==> src/ict_pkg.sv <==
`timescale 1ns / 1ps
// ----------------------------------------------------------------------------
// ict_pkg
// shared types and constants of the inflight claim table
// ----------------------------------------------------------------------------
package ict_pkg;

   localparam int unsigned IDX_W  = 10;   // slot index, up to 1024 entries
   localparam int unsigned CNT_W  = 11;   // entry count, up to 1024
   localparam int unsigned KEY_W  = 256;
   localparam int unsigned LEG_W  = 8;
   localparam int unsigned TIME_W = 48;
   localparam int unsigned STAT_W = 32;
   localparam int unsigned STALE_W = 16;
   localparam logic [15:0] STALE_RESET = 16'd60;

   typedef enum logic [1:0] {
      ACT_CLAIM       = 2'd0,
      ACT_RELEASE     = 2'd1,
      ACT_RELEASE_LEG = 2'd2,
      ACT_QUERY       = 2'd3
   } action_type;

   typedef enum logic [1:0] {
      ST_IDLE,
      ST_SCAN,
      ST_FIN
   } state_type;

   typedef struct packed {
      action_type         action;
      logic [KEY_W-1:0]   key;
      logic [LEG_W-1:0]   leg;
      logic [TIME_W-1:0]  now;
   } cmd_type;

   // scan token handed from cell to cell
   typedef struct packed {
      logic               active;
      logic               found;
      logic               granted;
      logic               refused;
      logic               claimed;
      logic               free_found;
      logic [IDX_W-1:0]   free_idx;
      logic [IDX_W-1:0]   oldest_idx;
      logic [TIME_W-1:0]  oldest_time;
      logic [CNT_W-1:0]   occ;
      logic [CNT_W-1:0]   released;
   } token_type;

endpackage

==> src/ict_cell.sv <==
`timescale 1ns / 1ps
// ----------------------------------------------------------------------------
// ict_cell
// one table entry; acts on the scan token as it passes and forwards it
// ----------------------------------------------------------------------------
module ict_cell #(
   parameter int unsigned IDX = 0,
   parameter int unsigned IW  = 6
) (
   input  logic                          clock,
   input  logic                          reset,
   input  ict_pkg::cmd_type              cmd,
   input  logic [ict_pkg::STALE_W-1:0]   stale,
   input  ict_pkg::token_type            tok_in,
   input  logic                          wr_en,
   input  logic [IW-1:0]                 wr_idx,
   output ict_pkg::token_type            tok_out
);

   logic                               valid_ff, valid_in;
   logic [ict_pkg::KEY_W-1:0]          key_ff, key_in;
   logic [ict_pkg::LEG_W-1:0]          owner_ff, owner_in;
   logic [ict_pkg::TIME_W-1:0]         time_ff, time_in;
   ict_pkg::token_type                 tok_ff, tok_in_nx;
   logic                               match;
   logic                               too_young;
   logic [ict_pkg::TIME_W:0]           diff;

   assign match = valid_ff && (key_ff == cmd.key);
   assign diff  = {1'b0, cmd.now} - {1'b0, time_ff};
   // time running backwards counts as young
   assign too_young = diff[ict_pkg::TIME_W] ||
                      (diff[ict_pkg::TIME_W-1:0] <
                       {{(ict_pkg::TIME_W-ict_pkg::STALE_W){1'b0}}, stale});

   always_comb begin
      valid_in  = valid_ff;
      key_in    = key_ff;
      owner_in  = owner_ff;
      time_in   = time_ff;
      tok_in_nx = tok_in;
      if (tok_in.active) begin
         case (cmd.action)
            ict_pkg::ACT_CLAIM: begin
               if (match) begin
                  tok_in_nx.found = 1'b1;
                  if (owner_ff == cmd.leg) begin
                     tok_in_nx.granted = 1'b1;
                  end else if (too_young) begin
                     tok_in_nx.refused = 1'b1;
                  end else begin
                     owner_in          = cmd.leg;
                     time_in           = cmd.now;
                     tok_in_nx.granted = 1'b1;
                     tok_in_nx.claimed = 1'b1;
                  end
               end
            end
            ict_pkg::ACT_RELEASE: begin
               if (match) begin
                  valid_in           = 1'b0;
                  tok_in_nx.released = tok_in.released + 1'b1;
               end
            end
            ict_pkg::ACT_RELEASE_LEG: begin
               if (valid_ff && owner_ff == cmd.leg) begin
                  valid_in           = 1'b0;
                  tok_in_nx.released = tok_in.released + 1'b1;
               end
            end
            default: begin
            end
         endcase
         // lowest free slot
         if (!valid_ff && !tok_in.free_found) begin
            tok_in_nx.free_found = 1'b1;
            tok_in_nx.free_idx   = ict_pkg::IDX_W'(IDX);
         end
         // oldest entry, first on ties
         if (IDX == 0 || time_ff < tok_in.oldest_time) begin
            tok_in_nx.oldest_time = time_ff;
            tok_in_nx.oldest_idx  = ict_pkg::IDX_W'(IDX);
         end
         tok_in_nx.occ = tok_in.occ + {{(ict_pkg::CNT_W-1){1'b0}}, valid_in};
      end
      if (wr_en && wr_idx == IW'(IDX)) begin
         valid_in = 1'b1;
         key_in   = cmd.key;
         owner_in = cmd.leg;
         time_in  = cmd.now;
      end
   end

   always_ff @(posedge clock) begin
      if (reset) begin
         valid_ff      <= 1'b0;
         time_ff       <= '0;
         tok_ff.active <= 1'b0;
      end else begin
         valid_ff      <= valid_in;
         time_ff       <= time_in;
         tok_ff.active <= tok_in_nx.active;
      end
      key_ff                   <= key_in;
      owner_ff                 <= owner_in;
      tok_ff[$bits(tok_ff)-2:0] <= tok_in_nx[$bits(tok_ff)-2:0];
   end

   assign tok_out = tok_ff;

endmodule
==> config.mk <==
export PLATFORM = sky130hd
export DESIGN_NAME = ict_cell
export DESIGN_NICKNAME = d
export VERILOG_FILES = /design/src/ict_pkg.sv /design/src/ict_cell.sv
export SDC_FILE = /design/constraint.sdc
export NUM_CORES = 1
export LEC_CHECK = 0
export BUFFER_PORTS_ARGS = -buffer_cell sky130_fd_sc_hd__buf_2
export CAP_MARGIN = 10
export CORE_MARGIN = 3
export CORE_UTILIZATION = 50
export DETAILED_ROUTE_END_ITERATION = 12
export PLACE_DENSITY = 0.81
export SLEW_MARGIN = 20
export SYNTH_ARGS = -nofsm -noshare
export SYNTH_HDL_FRONTEND = slang
export SYNTH_SLANG_ARGS = --single-unit
==> constraint.sdc <==
create_clock -name clock -period 47.5 [get_ports clock]
set_clock_uncertainty 0.15 [all_clocks]
set_input_delay 7.125 -clock clock [delete_from_list [all_inputs] [get_ports clock]]
set_output_delay 7.125 -clock clock [all_outputs]
set_load 0.005 [all_outputs]
=== Word level (Yosys, flattened, before mapping) ===
Cells that the tools add are included.

* Add/sub/neg operators: 3
* Reduce and logical (&&, ||, !) cells: 13
* Equality and inequality tests: 6
* Order comparisons: 1
* Mux-type cells: 30

{| class="wikitable"
|+ Operators with widths
! kind !! count
|-
| 48-bit two-way mux || 6
|-
| 256-bit == test || 1
|-
| 95-bit two-way mux || 1
|-
| 48-bit by 48-bit subtractor with 49-bit output || 1
|-
| 48-bit by 16-bit < comparator with 1-bit output || 1
|-
| 8-bit two-way mux || 6
|-
| 11-bit two-way mux || 3
|-
| 11-bit case mux with 2 select lines || 1
|-
| 11-bit by 1-bit adder with 11-bit output || 1
|-
| 11-bit by 1-bit adder with 11-bit output (second input constant) || 1
|-
| 1-bit two-way mux || 9
|-
| 8-bit == test || 1
|-
| 4-bit two-way mux || 2
|-
| 6-bit logical NOT || 1
|-
| 2-bit nonzero test || 3
|-
| 5-bit AND reduction || 1
|-
| 1-bit logical AND || 4
|-
| 2-bit by 1-bit != test with 1-bit output (second input constant) || 2
|-
| 2-bit by 1-bit == test with 1-bit output (second input constant) || 1
|-
| 2-bit == test (second input constant) || 1
|-
| 1-bit logical NOT || 2
|-
| 2-bit logical NOT || 1
|-
| 2-bit two-way mux || 1
|-
| 1-bit case mux with 2 select lines || 1
|-
| 1-bit logical OR || 1
|}

* Output and inout bits: 96
* Register bits: 409
* Logic and storage cells: 68
* Input bits: 435

=== Longest topological paths before layout ===
* Depth after elaboration: 9
* Gate-level depth with buffers: 24
* Gate-level depth less buffers: 22

=== Worst setup path before layout ===
No wires, ideal clock.

* Path type: in2reg
* Start point: in wr_idx[2]
* End point: reg key_ff[0] (netlist name), enable pin
* Path buffers: 0
* Setup time: 1.538 ns
* Arrival time: 32.019 ns
* Path slack: 13.793 ns
* Stages: 2
* Data required time: 45.812 ns
* Path through: or4b_2 -> nor4_1

* Word-level cells in the longest chain between the ends: 2

{| class="wikitable"
|+ Ends and longest elaborated chain
! item !! RTL line !! RTL
|-
| start, declared || ict_cell.sv:16 || <nowiki>input logic [IW-1:0] wr_idx,</nowiki>
|-
| 6-bit logical NOT || ict_cell.sv:86 || <nowiki>if (wr_en && wr_idx == IW'(IDX)) begin</nowiki>
|-
| 1-bit logical AND || ict_cell.sv:86 ||
|-
| end signal, assigned || ict_cell.sv:104 || <nowiki>key_ff <= key_in;</nowiki>
|-
| end, declared || ict_cell.sv:21 || <nowiki>logic [ict_pkg::KEY_W-1:0] key_ff, key_in;</nowiki>
|}

No other way between the ends.
A chain may end at the register's enable or synchronous reset.

=== Final worst setup path ===
* Start point: in cmd[0] (netlist name)
* End point: reg time_ff[20] (netlist name)

* Word-level cells in the longest chain between the ends: 5

{| class="wikitable"
|+ Ends and longest elaborated chain
! item !! RTL line !! RTL
|-
| start, declared || ict_cell.sv:12 || <nowiki>input ict_pkg::cmd_type cmd,</nowiki>
|-
| 48-bit by 48-bit subtractor with 49-bit output * || ict_cell.sv:30 || <nowiki>assign diff = {1'b0, cmd.now} - {1'b0, time_ff};</nowiki>
|-
| 48-bit by 16-bit < comparator with 1-bit output || ict_cell.sv:33 || <nowiki>(diff[ict_pkg::TIME_W-1:0] <</nowiki>
|-
| 1-bit logical OR * || ict_cell.sv:32 || <nowiki>assign too_young = diff[ict_pkg::TIME_W] ||</nowiki>
|-
| 2-bit by 1-bit != test with 1-bit output (no source line) * || - ||
|-
| 5-bit AND reduction (no source line) * || - ||
|-
| end signal, assigned || ict_cell.sv:101 || <nowiki>time_ff <= time_in;</nowiki>
|-
| end, declared || ict_cell.sv:23 || <nowiki>logic [ict_pkg::TIME_W-1:0] time_ff, time_in;</nowiki>
|}

Mark *: on every way between the ends. The rest lies on a longest branch, timed or not.

==> flow_summary_export.csv <==
group,metric,value,unit
sta,min_period,12.63,ns
min_path,hold_class,"register to register",
die,core_area,0.0403,mm2
routing,initialDrtViolationCount,1275,
setup_path,critPathRequiredTime,47.83,ns
layout,final_cell_area,0.0253,mm2
global_route,grt_pass1_wl,92700,um
placement,port_buffers,530,
die,start_util,51.2,%
global_route,grt_max_degree,99,
sta,finalCritPeriodShare,26.6,%
clock_network,cts-hold-fix-buffers,0,
status,status,"finished clean",
clock_network,clock_sinks,409,
power_and_ir_drop,power.leakage,0.0102,uW
power_and_ir_drop,p_sw,193,uW
yosys,synth_nets,2311,
sta,max_slew_margin,24.8,%
placement,gp_congestion,0.970,
clock_network,cts.repair.resized,0,
yosys,yosysSeqAreaShare,52.5,%
routing,num_vias,16400,
routing,drc_errors,0,
clock_network,cts.clk_slew.worst_paths,0.06,ns
clock_network,tritoncts,"built",
run,max_cap_violations,0,
global_route,grt_pass1_vias,16500,
layout,drive_above_1_share,28.7,%
sta,finalHoldViolCount,0,
power_and_ir_drop,p_int,634,uW
yosys,ys_warn_count,0,
yosys,synth.area.top_cells,"edfxtp_1 (38%), dfxtp_1 (14%), xnor2_1 (6.5%), xor2_1 (5.8%), ha_1 (4.2%)",
routing,wl,62200,um
clock_network,cts_buffers,43,
placement,post_dp_cell_area,0.0238,mm2
die,die_width,209,um
yosys,syn_inst,1806,
sta,rsz0062_at_grt,"false",
setup_path,r2r_slack,41.21,ns
power_and_ir_drop,p_per_area,32.7,mW/mm2
global_route,groute.usage.overall,26.9,%
routing,ant_nets,0,
routing,wire_per_inst,21.3,um
die,die_y,209,um
routing,via_per_inst,5.61,
yosys,synth_edf_count,264,
power_and_ir_drop,p_clk_share,41.7,%
die,ios,531,
global_route,overflow,0,
setup_path,crit_path_end_kind,"register",
sta,maxSlewViolCount,0,
yosys,yosysTopAreaCellShare,38.4,%
sta,hold_ws,0.345,ns
sta,setup_viol,0,
yosys,synth_area,0.0206,mm2
die,rows,73,
yosys,ys_types,73,
layout,fillers,3119,
layout,final-seq-area,0.0108,mm2
power_and_ir_drop,p_seq_share,46.8,%
placement,hpwl,48300,um
yosys,syn_avg_cell_area,11.4,um2
yosys,yosysTopAreaCell,"edfxtp_1",
yosys,async_flop_share,0,%
layout,multi_input_area,0.00919,mm2
setup_path,crit_path_start_kind,"input port",
layout,syn2layout_area_growth,22.7,%
power_and_ir_drop,ir_drop,0.0000259,V
clock_network,cts.path.max_buffers,3,
layout,nets,2838,
global_route,antenna_found_initial,27,
clock_network,h-tree-depth,2,
power_and_ir_drop,combPwrFrac,11.5,%
yosys,synth_ff_type,"edfxtp_1",
sta,tightest_slew,1.13,ns
clock_network,clk_latency,0.56,ns
clock_network,cts-root-buf,"clkbuf_16",
sta,finalSetupTns,0,ns
layout,fin_util,62.8,%
setup_path,critPathKind,"input port to register",
power_and_ir_drop,swShare,23.3,%
die,die-area,0.0437,mm2
sta,timing.fmax,0.0792,GHz
setup_path,crit_arrival,12.96,ns
setup_path,cp_max_fo,29,
routing,first_pass_iters,7,
yosys,synth_seq_cells,409,
clock_network,cts_setup_buffers,0,
[per-layer routing]
metal	routed length, um	GRT usage, %
met5	73	0
met4	2240	10.4
met3	4580	5.99
met2	31500	47.7
met1	23800	31.8
[cell families (layout without fill, tap and decap cells)]
logic type,Yosys count,in the layout,synth area share [%]
AOI/OAI and AO/OA,285,285,9.31
xor gates and xnor gates,288,288,12.2
adders and majority gates,70,70,4.28
buffers and inverters,158,720,3.01
DFF,409,409,52.5
muxes,116,116,6.01
other,0,28,0
and+or+nand+nor,480,480,12.7
[power groups by stage]
stage          Clock, uW  Sequential [uW]  Combinational (uW)
6_report             345              387                95.4
5_1_grt              364              387                 104
4_1_cts              351              387                94.8
3_5_place_dp           0              394                93.6
3_3_place_gp           0              394                91.1
2_1_floorplan          0              396                48.6
[synth_stat cells (4+ instances only)]
library cell,n
edfxtp_1,264
xnor2_1,152
dfxtp_1,145
xor2_1,136
nand2b_1,105
inv_1,104
a21oi_1,79
nand2_1,78
nand4_1,73
nor2_1,72
ha_1,69
mux2_2,62
mux2i_1,54
nor4_1,49
clkbuf_1,37
o21ai_0,37
a31oi_1,22
nor2b_1,21
nand3_1,20
nor3_1,18
a21o_1,16
o21a_1,16
and3_1,14
o211ai_1,13
buf_2,12
a222oi_1,10
o21ai_1,8
or3_1,8
a22oi_1,7
a211oi_1,6
o21bai_1,6
o22ai_1,6
o31ai_1,6
a2111oi_0,5
and4_1,5
o2111ai_1,5
a211o_1,4
a221oi_1,4
and2_1,4
o221ai_1,4
or2_2,4
or4_1,4
[critical path, stage by stage]
cell and delay (ns):
buf_2 0.09, inv_1 0.04, ha_1 0.21, fa_1 0.40, nand2b_1 0.18, a21oi_1 0.26
nor2_1 0.12, o21ai_0 0.28, a21o_1 0.16, a21oi_1 0.07, xnor2_1 0.18, ha_1 0.26
nand2_1 0.08, o21ai_0 0.10, a22oi_1 0.18, o211ai_1 0.12, a311oi_1 0.22, nand4_1 0.12
or4_1 0.52, nor4_1 0.29, nand4_1 0.27, a21oi_4 0.82, buf_4 0.57, mux2i_1 0.25
[through the flow]
stage          power, uW  std cells  setup slack [ns]
4_1_cts              832       2893             34.83
6_report             827       2921             34.87
3_5_place_dp         488       2813             34.24
5_1_grt              856       2912             34.28
3_3_place_gp         485       2813             34.39
2_1_floorplan        445       1806             13.79
[registers in the layout (all words and copies together) (netlist names)]
register,flops
tok_out,96
owner_ff,8
key_ff,256
time_ff,48
valid_ff,1
[cells in the final DEF (no fill, tap or decap), types with 7 or more instances in the layout]
cell type,count
mux2i_1,54
nand2_1,78
ha_1,69
a21o_1,16
nand4_1,73
buf_2,529
buf_4,7
a222oi_1,10
o21ai_0,37
nand3_1,20
xor2_1,136
nor2_1,72
nor4_1,48
nor3_1,18
or3_1,8
a22oi_1,7
clkbuf_1,11
a31oi_1,22
dfxtp_1,145
o21a_1,16
o21ai_1,8
and3_1,14
diode_2,28
clkbuf_16,45
a21oi_1,79
o211ai_1,13
nor2b_1,21
edfxtp_1,264
mux2_2,62
inv_1,104
xnor2_1,152
nand2b_1,105
[final timing paths]
| kind | from | end | cells past startpoint |
|---|---|---|---|
| min | time_ff[27] | time_ff[27] | 2 |
| min reg2reg | time_ff[27] | time_ff[27] | 2 |
| max | cmd[0] | time_ff[20] | 24 |
| max reg2reg | time_ff[7] | time_ff[20] | 19 |
[layout make-up]
type | instances | share of cell area, %
Inverter | 104 | 1.54
Clock inverter | 18 | 0.846
Multi-Input combinational cell | 1239 | 36.3
Timing Repair Buffer | 536 | 10.7
Antenna cell | 28 | 0.277
Sequential cell | 409 | 42.8
Clock buffer | 62 | 4.94
Tap cell | 525 | 2.60
No activity file was read; power rests on OpenSTA's default activity.
